**config.mk**
```make
export PLATFORM = sky130hd
export DESIGN_NAME = volume_flow_statistics_flat
export DESIGN_NICKNAME = d
export VERILOG_FILES = /design/src/hdl/vfs_pkg.sv /design/src/hdl/vfs_req_if.sv /design/src/hdl/vfs_rsp_if.sv /design/src/hdl/vfs_ctrl.sv /design/src/hdl/vfs_datapath.sv /design/src/hdl/volume_flow_statistics.sv /design/src/flat_wrapper.sv
export SDC_FILE = /design/constraint.sdc
export NUM_CORES = 2
export LEC_CHECK = 0
export BUFFER_PORTS_ARGS = -buffer_cell sky130_fd_sc_hd__buf_4
export CAP_MARGIN = 20
export CORE_UTILIZATION = 52
export CTS_BUF_LIST = sky130_fd_sc_hd__clkbuf_4 sky130_fd_sc_hd__clkbuf_8
export CTS_CLUSTER_SIZE = 8
export DETAILED_ROUTE_END_ITERATION = 8
export GPL_TIMING_DRIVEN = 1
export PLACE_DENSITY_LB_ADDON = 0.05
export RECOVER_POWER = 50
export SLEW_MARGIN = 15
export SYNTH_ARGS = -nofsm -noshare
export SYNTH_HDL_FRONTEND = slang
export SYNTH_SLANG_ARGS = --single-unit
```
**constraint.sdc**
```tcl
create_clock -name clock -period 10 [get_ports clock]
set_input_delay 2 -clock clock [delete_from_list [all_inputs] [get_ports clock]]
set_output_delay 2 -clock clock [all_outputs]
set_load 0.01 [all_outputs]
```
**src/hdl/vfs_pkg.sv**
```systemverilog
`timescale 1ns / 1ps
// ----------------------------------------------------------------------------
// Volume flow statistics package
// Field widths, controller states, command and status groups, and the
// saturating accumulate shared by the statistics block.
// ----------------------------------------------------------------------------
package vfs_pkg;

   localparam int VelW      = 16;
   localparam int DensW     = 16;
   localparam int XSizeW    = 13;
   localparam int CountW    = 24;
   localparam int SumW      = 48;
   localparam int SqW       = 32;
   localparam int RootW     = SqW / 2;
   localparam int RootSteps = RootW;
   localparam int StepW     = $clog2(RootSteps);
   localparam int RemW      = RootW + 3;

   localparam logic [XSizeW-1:0] XSizeReset = XSizeW'(1);

   typedef enum logic [2:0] {
      ST_IDLE,
      ST_SQUARE,
      ST_SUM,
      ST_ROOT,
      ST_MUL,
      ST_ACC
   } vfs_state_type;

   // Commands from the controller to the datapath.
   typedef struct packed {
      logic load;
      logic square;
      logic sum;
      logic root_step;
      logic mul;
      logic acc;
   } vfs_cmd_type;

   // Status from the datapath to the controller.
   typedef struct packed {
      logic voxel_valid;
      logic voxel_last;
      logic out_busy;
   } vfs_status_type;

   // Adds a 32-bit product into a 48-bit sum, clamping at all ones.
   function automatic logic [SumW-1:0] sat_add(input logic [SumW-1:0] acc,
                                               input logic [SqW-1:0]  add);
      logic [SumW:0] total;
      total = {1'b0, acc} + (SumW + 1)'(add);
      return total[SumW] ? {SumW{1'b1}} : total[SumW-1:0];
   endfunction

endpackage

```
**src/hdl/vfs_req_if.sv**
```systemverilog
`timescale 1ns / 1ps
// ----------------------------------------------------------------------------
// Voxel request channel
// Valid/ready channel that carries one voxel per beat.
// ----------------------------------------------------------------------------
interface vfs_req_if;

   logic                                    valid;
   logic                                    ready;
   logic                                    valid_req;
   logic signed [vfs_pkg::VelW-1:0]         vel_x;
   logic signed [vfs_pkg::VelW-1:0]         vel_y;
   logic signed [vfs_pkg::VelW-1:0]         vel_z;
   logic        [vfs_pkg::DensW-1:0]        density;
   logic                                    last;

   modport source (output valid, valid_req, vel_x, vel_y, vel_z, density, last,
                   input ready);
   modport sink   (input valid, valid_req, vel_x, vel_y, vel_z, density, last,
                   output ready);

endinterface

```
**src/hdl/vfs_rsp_if.sv**
```systemverilog
`timescale 1ns / 1ps
// ----------------------------------------------------------------------------
// Statistics response channel
// Valid/ready channel that carries the volume totals, one beat per volume.
// ----------------------------------------------------------------------------
interface vfs_rsp_if;

   logic                             valid;
   logic                             ready;
   logic [vfs_pkg::CountW-1:0]       neg_count;
   logic [vfs_pkg::SumW-1:0]         inflow_sum;
   logic [vfs_pkg::SumW-1:0]         outflow_sum;

   modport source (output valid, neg_count, inflow_sum, outflow_sum, input ready);
   modport sink   (input valid, neg_count, inflow_sum, outflow_sum, output ready);

endinterface

```
**src/hdl/vfs_ctrl.sv**
```systemverilog
`timescale 1ns / 1ps
// ----------------------------------------------------------------------------
// Volume flow statistics controller
// Sequences a voxel: squaring, then sum, square root and multiply if valid, then accumulation.
// ----------------------------------------------------------------------------
module vfs_ctrl (
   input  logic                    clock,
   input  logic                    reset,
   input  logic                    req_accept,
   output logic                    req_ready,
   input  vfs_pkg::vfs_status_type status,
   output vfs_pkg::vfs_cmd_type    cmd
);
   import vfs_pkg::*;

   localparam logic [StepW-1:0] LastStep = StepW'(RootSteps - 1);

   vfs_state_type    state_ff, state_in;
   logic [StepW-1:0] step_ff, step_in;
   logic             out_blocked;

   // The final voxel waits while an earlier result still sits unread.
   assign out_blocked = status.voxel_last && status.out_busy;

   always_comb begin
      state_in = state_ff;
      unique case (state_ff)
         ST_IDLE: begin
            if (req_accept) state_in = ST_SQUARE;
         end
         ST_SQUARE: begin
            state_in = status.voxel_valid ? ST_SUM : ST_ACC;
         end
         ST_SUM: begin
            state_in = ST_ROOT;
         end
         ST_ROOT: begin
            if (step_ff == LastStep) state_in = ST_MUL;
         end
         ST_MUL: begin
            state_in = ST_ACC;
         end
         ST_ACC: begin
            if (!out_blocked) state_in = ST_IDLE;
         end
         default: begin
            state_in = ST_IDLE;
         end
      endcase
   end

   always_comb begin
      step_in = '0;
      if (state_ff == ST_ROOT && step_ff != LastStep) step_in = step_ff + StepW'(1);
   end

   always_comb begin
      cmd       = '0;
      req_ready = 1'b0;
      unique case (state_ff)
         ST_IDLE: begin
            req_ready = 1'b1;
            cmd.load  = req_accept;
         end
         ST_SQUARE: cmd.square    = 1'b1;
         ST_SUM:    cmd.sum       = 1'b1;
         ST_ROOT:   cmd.root_step = 1'b1;
         ST_MUL:    cmd.mul       = 1'b1;
         ST_ACC:    cmd.acc       = !out_blocked;
         default:   cmd           = '0;
      endcase
   end

   always_ff @(posedge clock) begin
      if (reset) begin
         state_ff <= ST_IDLE;
         step_ff  <= '0;
      end else begin
         state_ff <= state_in;
         step_ff  <= step_in;
      end
   end

   // The root step counter runs only inside the root iterations.
   a_step_idle: assert property (@(posedge clock) disable iff (reset)
      (state_ff != ST_ROOT) |-> (step_ff == '0))
      else $error("root step counter active outside the root iterations");

   // A voxel accepted in idle always starts with the squaring step.
   a_accept_square: assert property (@(posedge clock) disable iff (reset)
      cmd.load |=> (state_ff == ST_SQUARE))
      else $error("accepted voxel did not proceed to squaring");

   // Accumulation never happens while the final voxel would overwrite a result.
   a_no_overwrite: assert property (@(posedge clock) disable iff (reset)
      cmd.acc |-> !out_blocked)
      else $error("accumulate issued while the result register is held");

endmodule

```
**src/hdl/vfs_datapath.sv**
```systemverilog
`timescale 1ns / 1ps
// ----------------------------------------------------------------------------
// Volume flow statistics datapath
// Magnitude by squares and a bit-pair square root, then the count, the two
// saturating sums, the column tracker and the result register.
// ----------------------------------------------------------------------------
module vfs_datapath #(
   parameter int MAX_COLUMNS = 4096
) (
   input  logic                              clock,
   input  logic                              reset,
   input  vfs_pkg::vfs_cmd_type              cmd,
   output vfs_pkg::vfs_status_type           status,
   input  logic                              csr_we,
   input  logic [vfs_pkg::XSizeW-1:0]        csr_wdata,
   input  logic                              in_valid_req,
   input  logic signed [vfs_pkg::VelW-1:0]   in_vel_x,
   input  logic signed [vfs_pkg::VelW-1:0]   in_vel_y,
   input  logic signed [vfs_pkg::VelW-1:0]   in_vel_z,
   input  logic [vfs_pkg::DensW-1:0]         in_density,
   input  logic                              in_last,
   output logic                              out_valid,
   input  logic                              out_ready,
   output logic [vfs_pkg::CountW-1:0]        out_neg_count,
   output logic [vfs_pkg::SumW-1:0]          out_inflow_sum,
   output logic [vfs_pkg::SumW-1:0]          out_outflow_sum
);
   import vfs_pkg::*;

   localparam int ColW = $clog2(MAX_COLUMNS);
   localparam int XExtW = $clog2(MAX_COLUMNS) + XSizeW + 1;

   logic [XSizeW-1:0] xsize_ff;
   logic [VelW-1:0]   abs_x_ff, abs_y_ff, abs_z_ff;
   logic [DensW-1:0]  dens_ff;
   logic              vox_valid_ff, vox_last_ff, vox_neg_ff;
   logic [SqW-1:0]    sq_x_ff, sq_y_ff, sq_z_ff;
   logic [SqW-1:0]    rad_ff;
   logic [RemW-1:0]   rem_ff;
   logic [RootW-1:0]  root_ff;
   logic [SqW-1:0]    prod_ff;
   logic [ColW-1:0]   column_ff, column_in;
   logic [CountW-1:0] neg_total_ff, neg_total_in;
   logic [SumW-1:0]   inflow_ff, inflow_in;
   logic [SumW-1:0]   outflow_ff, outflow_in;
   logic              rsp_valid_ff;
   logic [CountW-1:0] rsp_count_ff;
   logic [SumW-1:0]   rsp_inflow_ff, rsp_outflow_ff;

   logic [XExtW-1:0]  xs_ext;
   logic [ColW-1:0]   xs_m1;
   logic              first_col, last_col;
   logic [RemW-1:0]   rem_shift, trial;
   logic              fits;

   function automatic logic [VelW-1:0] mag16(input logic signed [VelW-1:0] v);
      return v[VelW-1] ? VelW'(~v + VelW'(1)) : VelW'(v);
   endfunction

   // Effective row length minus one, clamped to the legal range.
   assign xs_ext = XExtW'(xsize_ff);
   always_comb begin
      priority if (xsize_ff == '0) begin
         xs_m1 = '0;
      end else if (xs_ext > XExtW'(MAX_COLUMNS)) begin
         xs_m1 = ColW'(MAX_COLUMNS - 1);
      end else begin
         xs_m1 = ColW'(xs_ext - XExtW'(1));
      end
   end

   assign first_col = (column_ff == '0);
   assign last_col  = (column_ff == xs_m1);

   // One result bit per step, two radicand bits shifted into the remainder.
   assign rem_shift = {rem_ff[RemW-3:0], rad_ff[SqW-1 -: 2]};
   assign trial     = RemW'({root_ff, 2'b01});
   assign fits      = (rem_shift >= trial);

   always_comb begin
      neg_total_in = neg_total_ff;
      inflow_in    = inflow_ff;
      outflow_in   = outflow_ff;
      if (vox_valid_ff) begin
         if (vox_neg_ff && neg_total_ff != {CountW{1'b1}})
            neg_total_in = neg_total_ff + CountW'(1);
         if (first_col) inflow_in = sat_add(inflow_ff, prod_ff);
         if (last_col)  outflow_in = sat_add(outflow_ff, prod_ff);
      end
      column_in = (column_ff >= xs_m1) ? '0 : column_ff + ColW'(1);
   end

   always_ff @(posedge clock) begin
      if (cmd.load) begin
         abs_x_ff     <= mag16(in_vel_x);
         abs_y_ff     <= mag16(in_vel_y);
         abs_z_ff     <= mag16(in_vel_z);
         dens_ff      <= in_density;
         vox_valid_ff <= in_valid_req;
         vox_last_ff  <= in_last;
         vox_neg_ff   <= in_vel_x[VelW-1];
      end
      if (cmd.square) begin
         sq_x_ff <= SqW'(abs_x_ff) * SqW'(abs_x_ff);
         sq_y_ff <= SqW'(abs_y_ff) * SqW'(abs_y_ff);
         sq_z_ff <= SqW'(abs_z_ff) * SqW'(abs_z_ff);
      end
      if (cmd.sum) begin
         rad_ff  <= sq_x_ff + sq_y_ff + sq_z_ff;
         rem_ff  <= '0;
         root_ff <= '0;
      end else if (cmd.root_step) begin
         rad_ff  <= {rad_ff[SqW-3:0], 2'b00};
         rem_ff  <= fits ? rem_shift - trial : rem_shift;
         root_ff <= {root_ff[RootW-2:0], fits};
      end
      if (cmd.mul) prod_ff <= SqW'(dens_ff) * SqW'(root_ff);
      if (cmd.acc && vox_last_ff) begin
         rsp_count_ff   <= neg_total_in;
         rsp_inflow_ff  <= inflow_in;
         rsp_outflow_ff <= outflow_in;
      end
   end

   always_ff @(posedge clock) begin
      if (reset) begin
         xsize_ff     <= XSizeReset;
         column_ff    <= '0;
         neg_total_ff <= '0;
         inflow_ff    <= '0;
         outflow_ff   <= '0;
         rsp_valid_ff <= 1'b0;
      end else begin
         if (csr_we) xsize_ff <= csr_wdata;
         if (cmd.acc) begin
            if (vox_last_ff) begin
               column_ff    <= '0;
               neg_total_ff <= '0;
               inflow_ff    <= '0;
               outflow_ff   <= '0;
            end else begin
               column_ff    <= column_in;
               neg_total_ff <= neg_total_in;
               inflow_ff    <= inflow_in;
               outflow_ff   <= outflow_in;
            end
         end
         if (cmd.acc && vox_last_ff) rsp_valid_ff <= 1'b1;
         else if (out_ready)         rsp_valid_ff <= 1'b0;
      end
   end

   assign status.voxel_valid = vox_valid_ff;
   assign status.voxel_last  = vox_last_ff;
   assign status.out_busy    = rsp_valid_ff && !out_ready;

   assign out_valid       = rsp_valid_ff;
   assign out_neg_count   = rsp_count_ff;
   assign out_inflow_sum  = rsp_inflow_ff;
   assign out_outflow_sum = rsp_outflow_ff;

   // A result appears only right after the final voxel was accumulated.
   a_rsp_source: assert property (@(posedge clock) disable iff (reset)
      $rose(rsp_valid_ff) |-> $past(cmd.acc && vox_last_ff))
      else $error("result raised without a final voxel");

   // The totals restart from zero after each volume.
   a_clear: assert property (@(posedge clock) disable iff (reset)
      (cmd.acc && vox_last_ff) |=>
         (neg_total_ff == '0 && inflow_ff == '0 && outflow_ff == '0 && column_ff == '0))
      else $error("state not cleared after the final voxel");

   // The root keeps the remainder within twice the partial root.
   a_rem_bound: assert property (@(posedge clock) disable iff (reset)
      cmd.root_step |=> (rem_ff <= RemW'({root_ff, 1'b0})))
      else $error("square root remainder out of bound");

endmodule

```
**src/hdl/volume_flow_statistics.sv**
```systemverilog
// A valid voxel is squared, summed, passed through the root iterations and
// multiplied, then accumulated; the totals beat is offered the cycle after the
// final voxel is accumulated. A new voxel is taken only once the last one is
// done, valid voxels being held by the 16 iterations of the bit-pair square root.
// Reset (synchronous, active high) clears the totals, the column and the result valid.
`timescale 1ns / 1ps
// ----------------------------------------------------------------------------
// Volume flow statistics
// Counts valid voxels with negative x velocity and sums density times velocity
// magnitude in the first and last columns of a voxel stream, reporting per volume.
// ----------------------------------------------------------------------------
//
// Voxels arrive in raster order, x fastest. The controller takes one voxel at
// a time: squares of the three velocity components are formed in parallel,
// summed, and passed to a one-bit-per-cycle square root. The magnitude times
// the density then goes into the inflow sum for column 0 and into the outflow
// sum for the last column; when the row is one voxel wide both sums see it.
// The column tracker advances on every voxel, valid or not.
//
// On the voxel flagged last, the totals including that voxel are loaded into
// the result register and all state returns to zero. The result register
// parts the two channels; a later volume's final voxel waits in the
// accumulate step only while an earlier result beat is still unread.
//
// The row length register is to be written (csr_we/csr_wdata) only while idle;
// the block does not enforce it. Zero acts as one, above MAX_COLUMNS as MAX_COLUMNS.
module volume_flow_statistics #(
   parameter int MAX_COLUMNS = 4096
) (
   input  logic                         clock,
   input  logic                         reset,
   vfs_req_if.sink                      req_bus,
   vfs_rsp_if.source                    rsp_bus,
   input  logic                         csr_we,
   input  logic [vfs_pkg::XSizeW-1:0]   csr_wdata
);
   import vfs_pkg::*;

   vfs_cmd_type    cmd;
   vfs_status_type status;
   logic           req_ready;
   logic           req_accept;

   // A beat is taken whenever the controller sits idle.
   assign req_bus.ready = req_ready;
   assign req_accept    = req_bus.valid && req_ready;

   vfs_ctrl u_ctrl (
      .clock      (clock),
      .reset      (reset),
      .req_accept (req_accept),
      .req_ready  (req_ready),
      .status     (status),
      .cmd        (cmd)
   );

   vfs_datapath #(
      .MAX_COLUMNS (MAX_COLUMNS)
   ) u_datapath (
      .clock           (clock),
      .reset           (reset),
      .cmd             (cmd),
      .status          (status),
      .csr_we          (csr_we),
      .csr_wdata       (csr_wdata),
      .in_valid_req    (req_bus.valid_req),
      .in_vel_x        (req_bus.vel_x),
      .in_vel_y        (req_bus.vel_y),
      .in_vel_z        (req_bus.vel_z),
      .in_density      (req_bus.density),
      .in_last         (req_bus.last),
      .out_valid       (rsp_bus.valid),
      .out_ready       (rsp_bus.ready),
      .out_neg_count   (rsp_bus.neg_count),
      .out_inflow_sum  (rsp_bus.inflow_sum),
      .out_outflow_sum (rsp_bus.outflow_sum)
   );

endmodule

```
**src/flat_wrapper.sv**
```systemverilog
// flat-port wrapper written by rule: the top's interface ports become plain ports
module volume_flow_statistics_flat import vfs_pkg::*;
#(
   parameter int MAX_COLUMNS = 4096
)
  (clock, reset, csr_we, csr_wdata, req_bus_valid, req_bus_valid_req, req_bus_vel_x, req_bus_vel_y, req_bus_vel_z, req_bus_density, req_bus_last, req_bus_ready, rsp_bus_valid, rsp_bus_neg_count, rsp_bus_inflow_sum, rsp_bus_outflow_sum, rsp_bus_ready);
  vfs_req_if req_bus_i ();
  vfs_rsp_if rsp_bus_i ();
  input  logic clock;
  input  logic reset;
  input  logic csr_we;
  input  logic [vfs_pkg::XSizeW-1:0] csr_wdata;
  input wire logic [$bits(req_bus_i.valid)-1:0] req_bus_valid;
  input wire logic [$bits(req_bus_i.valid_req)-1:0] req_bus_valid_req;
  input wire logic [$bits(req_bus_i.vel_x)-1:0] req_bus_vel_x;
  input wire logic [$bits(req_bus_i.vel_y)-1:0] req_bus_vel_y;
  input wire logic [$bits(req_bus_i.vel_z)-1:0] req_bus_vel_z;
  input wire logic [$bits(req_bus_i.density)-1:0] req_bus_density;
  input wire logic [$bits(req_bus_i.last)-1:0] req_bus_last;
  output wire logic [$bits(req_bus_i.ready)-1:0] req_bus_ready;
  output wire logic [$bits(rsp_bus_i.valid)-1:0] rsp_bus_valid;
  output wire logic [$bits(rsp_bus_i.neg_count)-1:0] rsp_bus_neg_count;
  output wire logic [$bits(rsp_bus_i.inflow_sum)-1:0] rsp_bus_inflow_sum;
  output wire logic [$bits(rsp_bus_i.outflow_sum)-1:0] rsp_bus_outflow_sum;
  input wire logic [$bits(rsp_bus_i.ready)-1:0] rsp_bus_ready;
  assign req_bus_i.valid = req_bus_valid;
  assign req_bus_i.valid_req = req_bus_valid_req;
  assign req_bus_i.vel_x = req_bus_vel_x;
  assign req_bus_i.vel_y = req_bus_vel_y;
  assign req_bus_i.vel_z = req_bus_vel_z;
  assign req_bus_i.density = req_bus_density;
  assign req_bus_i.last = req_bus_last;
  assign req_bus_ready = req_bus_i.ready;
  assign rsp_bus_valid = rsp_bus_i.valid;
  assign rsp_bus_neg_count = rsp_bus_i.neg_count;
  assign rsp_bus_inflow_sum = rsp_bus_i.inflow_sum;
  assign rsp_bus_outflow_sum = rsp_bus_i.outflow_sum;
  assign rsp_bus_i.ready = rsp_bus_ready;
  volume_flow_statistics #(.MAX_COLUMNS(MAX_COLUMNS)) u_core (.clock(clock), .reset(reset), .req_bus(req_bus_i), .rsp_bus(rsp_bus_i), .csr_we(csr_we), .csr_wdata(csr_wdata));
endmodule
```
==> flow_metrics.env <==
export IMPL_dr_pass1_iters=7
export IMPL_critPathArrivalTime_ns=7.55
export IMPL_cts_buffers=98
export IMPL_setup_viol=0
export IMPL_fmax_mhz=141
export IMPL_critPathLaunchType="flop"
export IMPL_syn_inst=5977
export IMPL_post_drt_wl_per_cell_um=17.5
export IMPL_grt_pass1_vias=42300
export IMPL_fin_setup_tns_ns=0
export IMPL_status="finished with violations"
export IMPL_cts_resized=0
export IMPL_cts_tree="done"
export IMPL_drive_gt1_share_pct=6.29
export IMPL_rsz0062_at_grt="false"
export IMPL_hp_class="flop to flop"
export IMPL_fill_cells=9925
export IMPL_worstSetupEndpointType="flop"
export IMPL_ys_seq_elements=530
export IMPL_relSlewSlack_pct=-252
export IMPL_grt_pass1_wl_mm=218
export IMPL_cp_max_fo=16
export IMPL_dr_total_vias=41200
export IMPL_synth_top_area_share_pct=24.9
export IMPL_track_usage_pct=24.4
export IMPL_multiInputGateArea_um2=38600
export IMPL_die_y_um=334
export IMPL_clk_latency_ns=0.74
export IMPL_met1_usage_pct=31.0
export IMPL_cts_hold_buffers=0
export IMPL_async_reset_ff_share_pct=0
export IMPL_die_width_um=334
export IMPL_synthesis_area_um2=57400
export IMPL_io_buffers=205
export IMPL_ys_warn_count=0
export IMPL_drc=0
export IMPL_syn_avg_cell_area_um2=9.61
export IMPL_synth_edf_count=344
export IMPL_synthTopCellsByCount="inv_1, fa_1, nand2_1, ha_1, edfxtp_1"
export IMPL_path_clk_slew_ns=0.07
export IMPL_dp_hpwl_mm=104
export IMPL_cts_max_level=3
export IMPL_synthDistinctLibCells=91
export IMPL_start_util_pct=52.6
export IMPL_violations="capacitance limit, slew limit"
export IMPL_worstMarginPinSlew_ns=5.28
export IMPL_synth_area_leaders="fa_1, edfxtp_1, ha_1"
export IMPL_met2_usage_pct=43.1
export IMPL_rows=121
export IMPL_grt_busiest_layer="met2"
export IMPL_skew_ns=0.0521
export IMPL_routed_wl_mm=134
export IMPL_globalRouteMet3Util_pct=2.78
export IMPL_clk_path_buf_depth=3
export IMPL_yosysMostFrequentCell="inv_1"
export IMPL_pre_cts_slack_ns=2.97
export IMPL_post_cts_setup_buffers=0
export IMPL_gp_congestion=0.890
export IMPL_required_ns=10.46
export IMPL_antenna_found_initial=2
export IMPL_synth_flop_cell="edfxtp_1"
export IMPL_syn2layout_area_growth_pct=7.85
export IMPL_grt_overflow=0
export IMPL_critPathKind="flop to flop"
export IMPL_fin_ws_ns=2.91
export IMPL_period_needed_ns=7.09
export IMPL_drv_slew=395
export IMPL_post_route_period_util_pct=70.9
export IMPL_drv_cap=8
export IMPL_io_pins=206
export IMPL_drt_initial_drc_count=1964
export IMPL_yosysSeqAreaShare_pct=24.5
export IMPL_fin_nets=7427
export IMPL_core_um2=109000
export IMPL_yosys_area_top_type="fa_1"
export IMPL_clockRootBuffer="clkbuf_8"
export IMPL_final_antenna_net_count=0
export IMPL_final_seq_area_um2=14100
export IMPL_die_area_um2=112000
export IMPL_grt_max_degree=70
export IMPL_hold_violations=0
export IMPL_clkSinkCount=530
export IMPL_vias_per_cell=5.38
-- registers in the layout (all words and copies together), names as in the netlist, 3 cells and up --
register                           cells
u_core.u_ctrl.step_ff                  4
u_core.u_datapath.out_outflow_sum     48
u_core.u_datapath.abs_y_ff            16
u_core.u_datapath.neg_total_ff        24
u_core.u_datapath.root_ff             16
u_core.u_datapath.prod_ff             32
u_core.u_datapath.outflow_ff          48
u_core.u_datapath.abs_z_ff            16
u_core.u_datapath.inflow_ff           48
u_core.u_datapath.sq_z_ff             31
u_core.u_datapath.xsize_ff            13
u_core.u_ctrl.state_ff                 3
u_core.u_datapath.abs_x_ff            16
u_core.u_datapath.rad_ff              32
u_core.u_datapath.out_inflow_sum      48
u_core.u_datapath.out_neg_count       24
u_core.u_datapath.sq_y_ff             31
u_core.u_datapath.dens_ff             16
u_core.u_datapath.sq_x_ff             31
u_core.u_datapath.rem_ff              17
u_core.u_datapath.column_ff           12
-- through the flow --
| stage | cells | util [%] | hold slack (ns) | cell area (um^2) |
|---|---|---|---|---|
| after global routing | 7657 | 56.7 | 0.489 | 61900 |
| after CTS | 7655 | 57.1 | 0.477 | 62300 |
| after floorplan | 5979 | - | 0.432 | 57400 |
| after global placement | 7473 | 55.1 | 0.450 | 60200 |
| after detailed placement | 7473 | 55.1 | 0.456 | 60200 |
| final | 7657 | 56.7 | 0.475 | 61900 |
-- worst max-delay path: stages, from the launching register on --
cell and delay [ns]:
edfxtp_1 0.67, nand2_1 0.22, inv_1 0.08, fa_1 0.53
inv_1 0.05, fa_1 0.53, inv_1 0.05, fa_1 0.50
inv_1 0.05, fa_1 0.53, inv_1 0.06, fa_1 0.48
inv_1 0.05, fa_1 0.48, inv_1 0.04, ha_1 0.21
a21o_1 0.18, a21oi_1 0.14, nor2b_1 0.06, a311o_1 0.42
a2111oi_2 0.48, o211ai_1 0.19, a221oi_2 0.36, o2111ai_1 0.16
a21oi_1 0.20, xnor2_1 0.09
-- layer usage --
layer	vias up	share of wire, %
li1	19900	-
met1	20300	43
met2	815	50
met3	231	3.6
met4	0	3.2
met5	-	0
-- path summary, 6_finish.rpt --
check	cells after the start	startpoint	slack, ns	to
worst min-delay path	2	u_core.u_datapath.rem_ff[15]	0.48	u_core.u_datapath.rem_ff[15]
worst max-delay path	25	u_core.u_datapath.abs_y_ff[8]	2.91	u_core.u_datapath.sq_y_ff[31]
worst max register to register	25	u_core.u_datapath.abs_y_ff[8]	2.91	u_core.u_datapath.sq_y_ff[31]
worst min register to register	2	u_core.u_datapath.rem_ff[15]	0.48	u_core.u_datapath.rem_ff[15]
-- placed cells by master (no fill, tap or decap), types with 186 or more instances in the layout --
cell type	count
inv_1	1046
fa_1	713
nand2_1	627
ha_1	532
edfxtp_1	344
nor2_1	257
and2_1	254
a21oi_1	239
xnor2_1	237
o21ai_0	209
dfxtp_1	186
-- cell type report --
| cell class | count | area share (%) |
|---|---|---|
| inverter | 1047 | 6.35 |
| timing repair buffer | 227 | 2.21 |
| clock buffer | 136 | 2.68 |
| sequential | 530 | 22.7 |
| clock inverter | 46 | 0.719 |
| multi-input combinational | 4194 | 62.4 |
| antenna | 1 | 0.00404 |
| tap | 1476 | 2.98 |
-- kinds of logic after synthesis --
| group | Yosys count | synth area share [%] |
|---|---|---|
| AOI/OAI and AO/OA | 989 | 11.7 |
| other | 1 | 0.00653 |
| adders and majority gates | 1245 | 36.4 |
| buffers and inverters | 1255 | 8.32 |
| xor gates and xnor gates | 332 | 5.06 |
| muxes | 41 | 0.739 |
| and+or+nand+nor | 1584 | 13.2 |
| DFF | 530 | 24.5 |
Power is not shown: default switching activity piles up to over one toggle a cycle in this logic, so the estimate is an artifact.
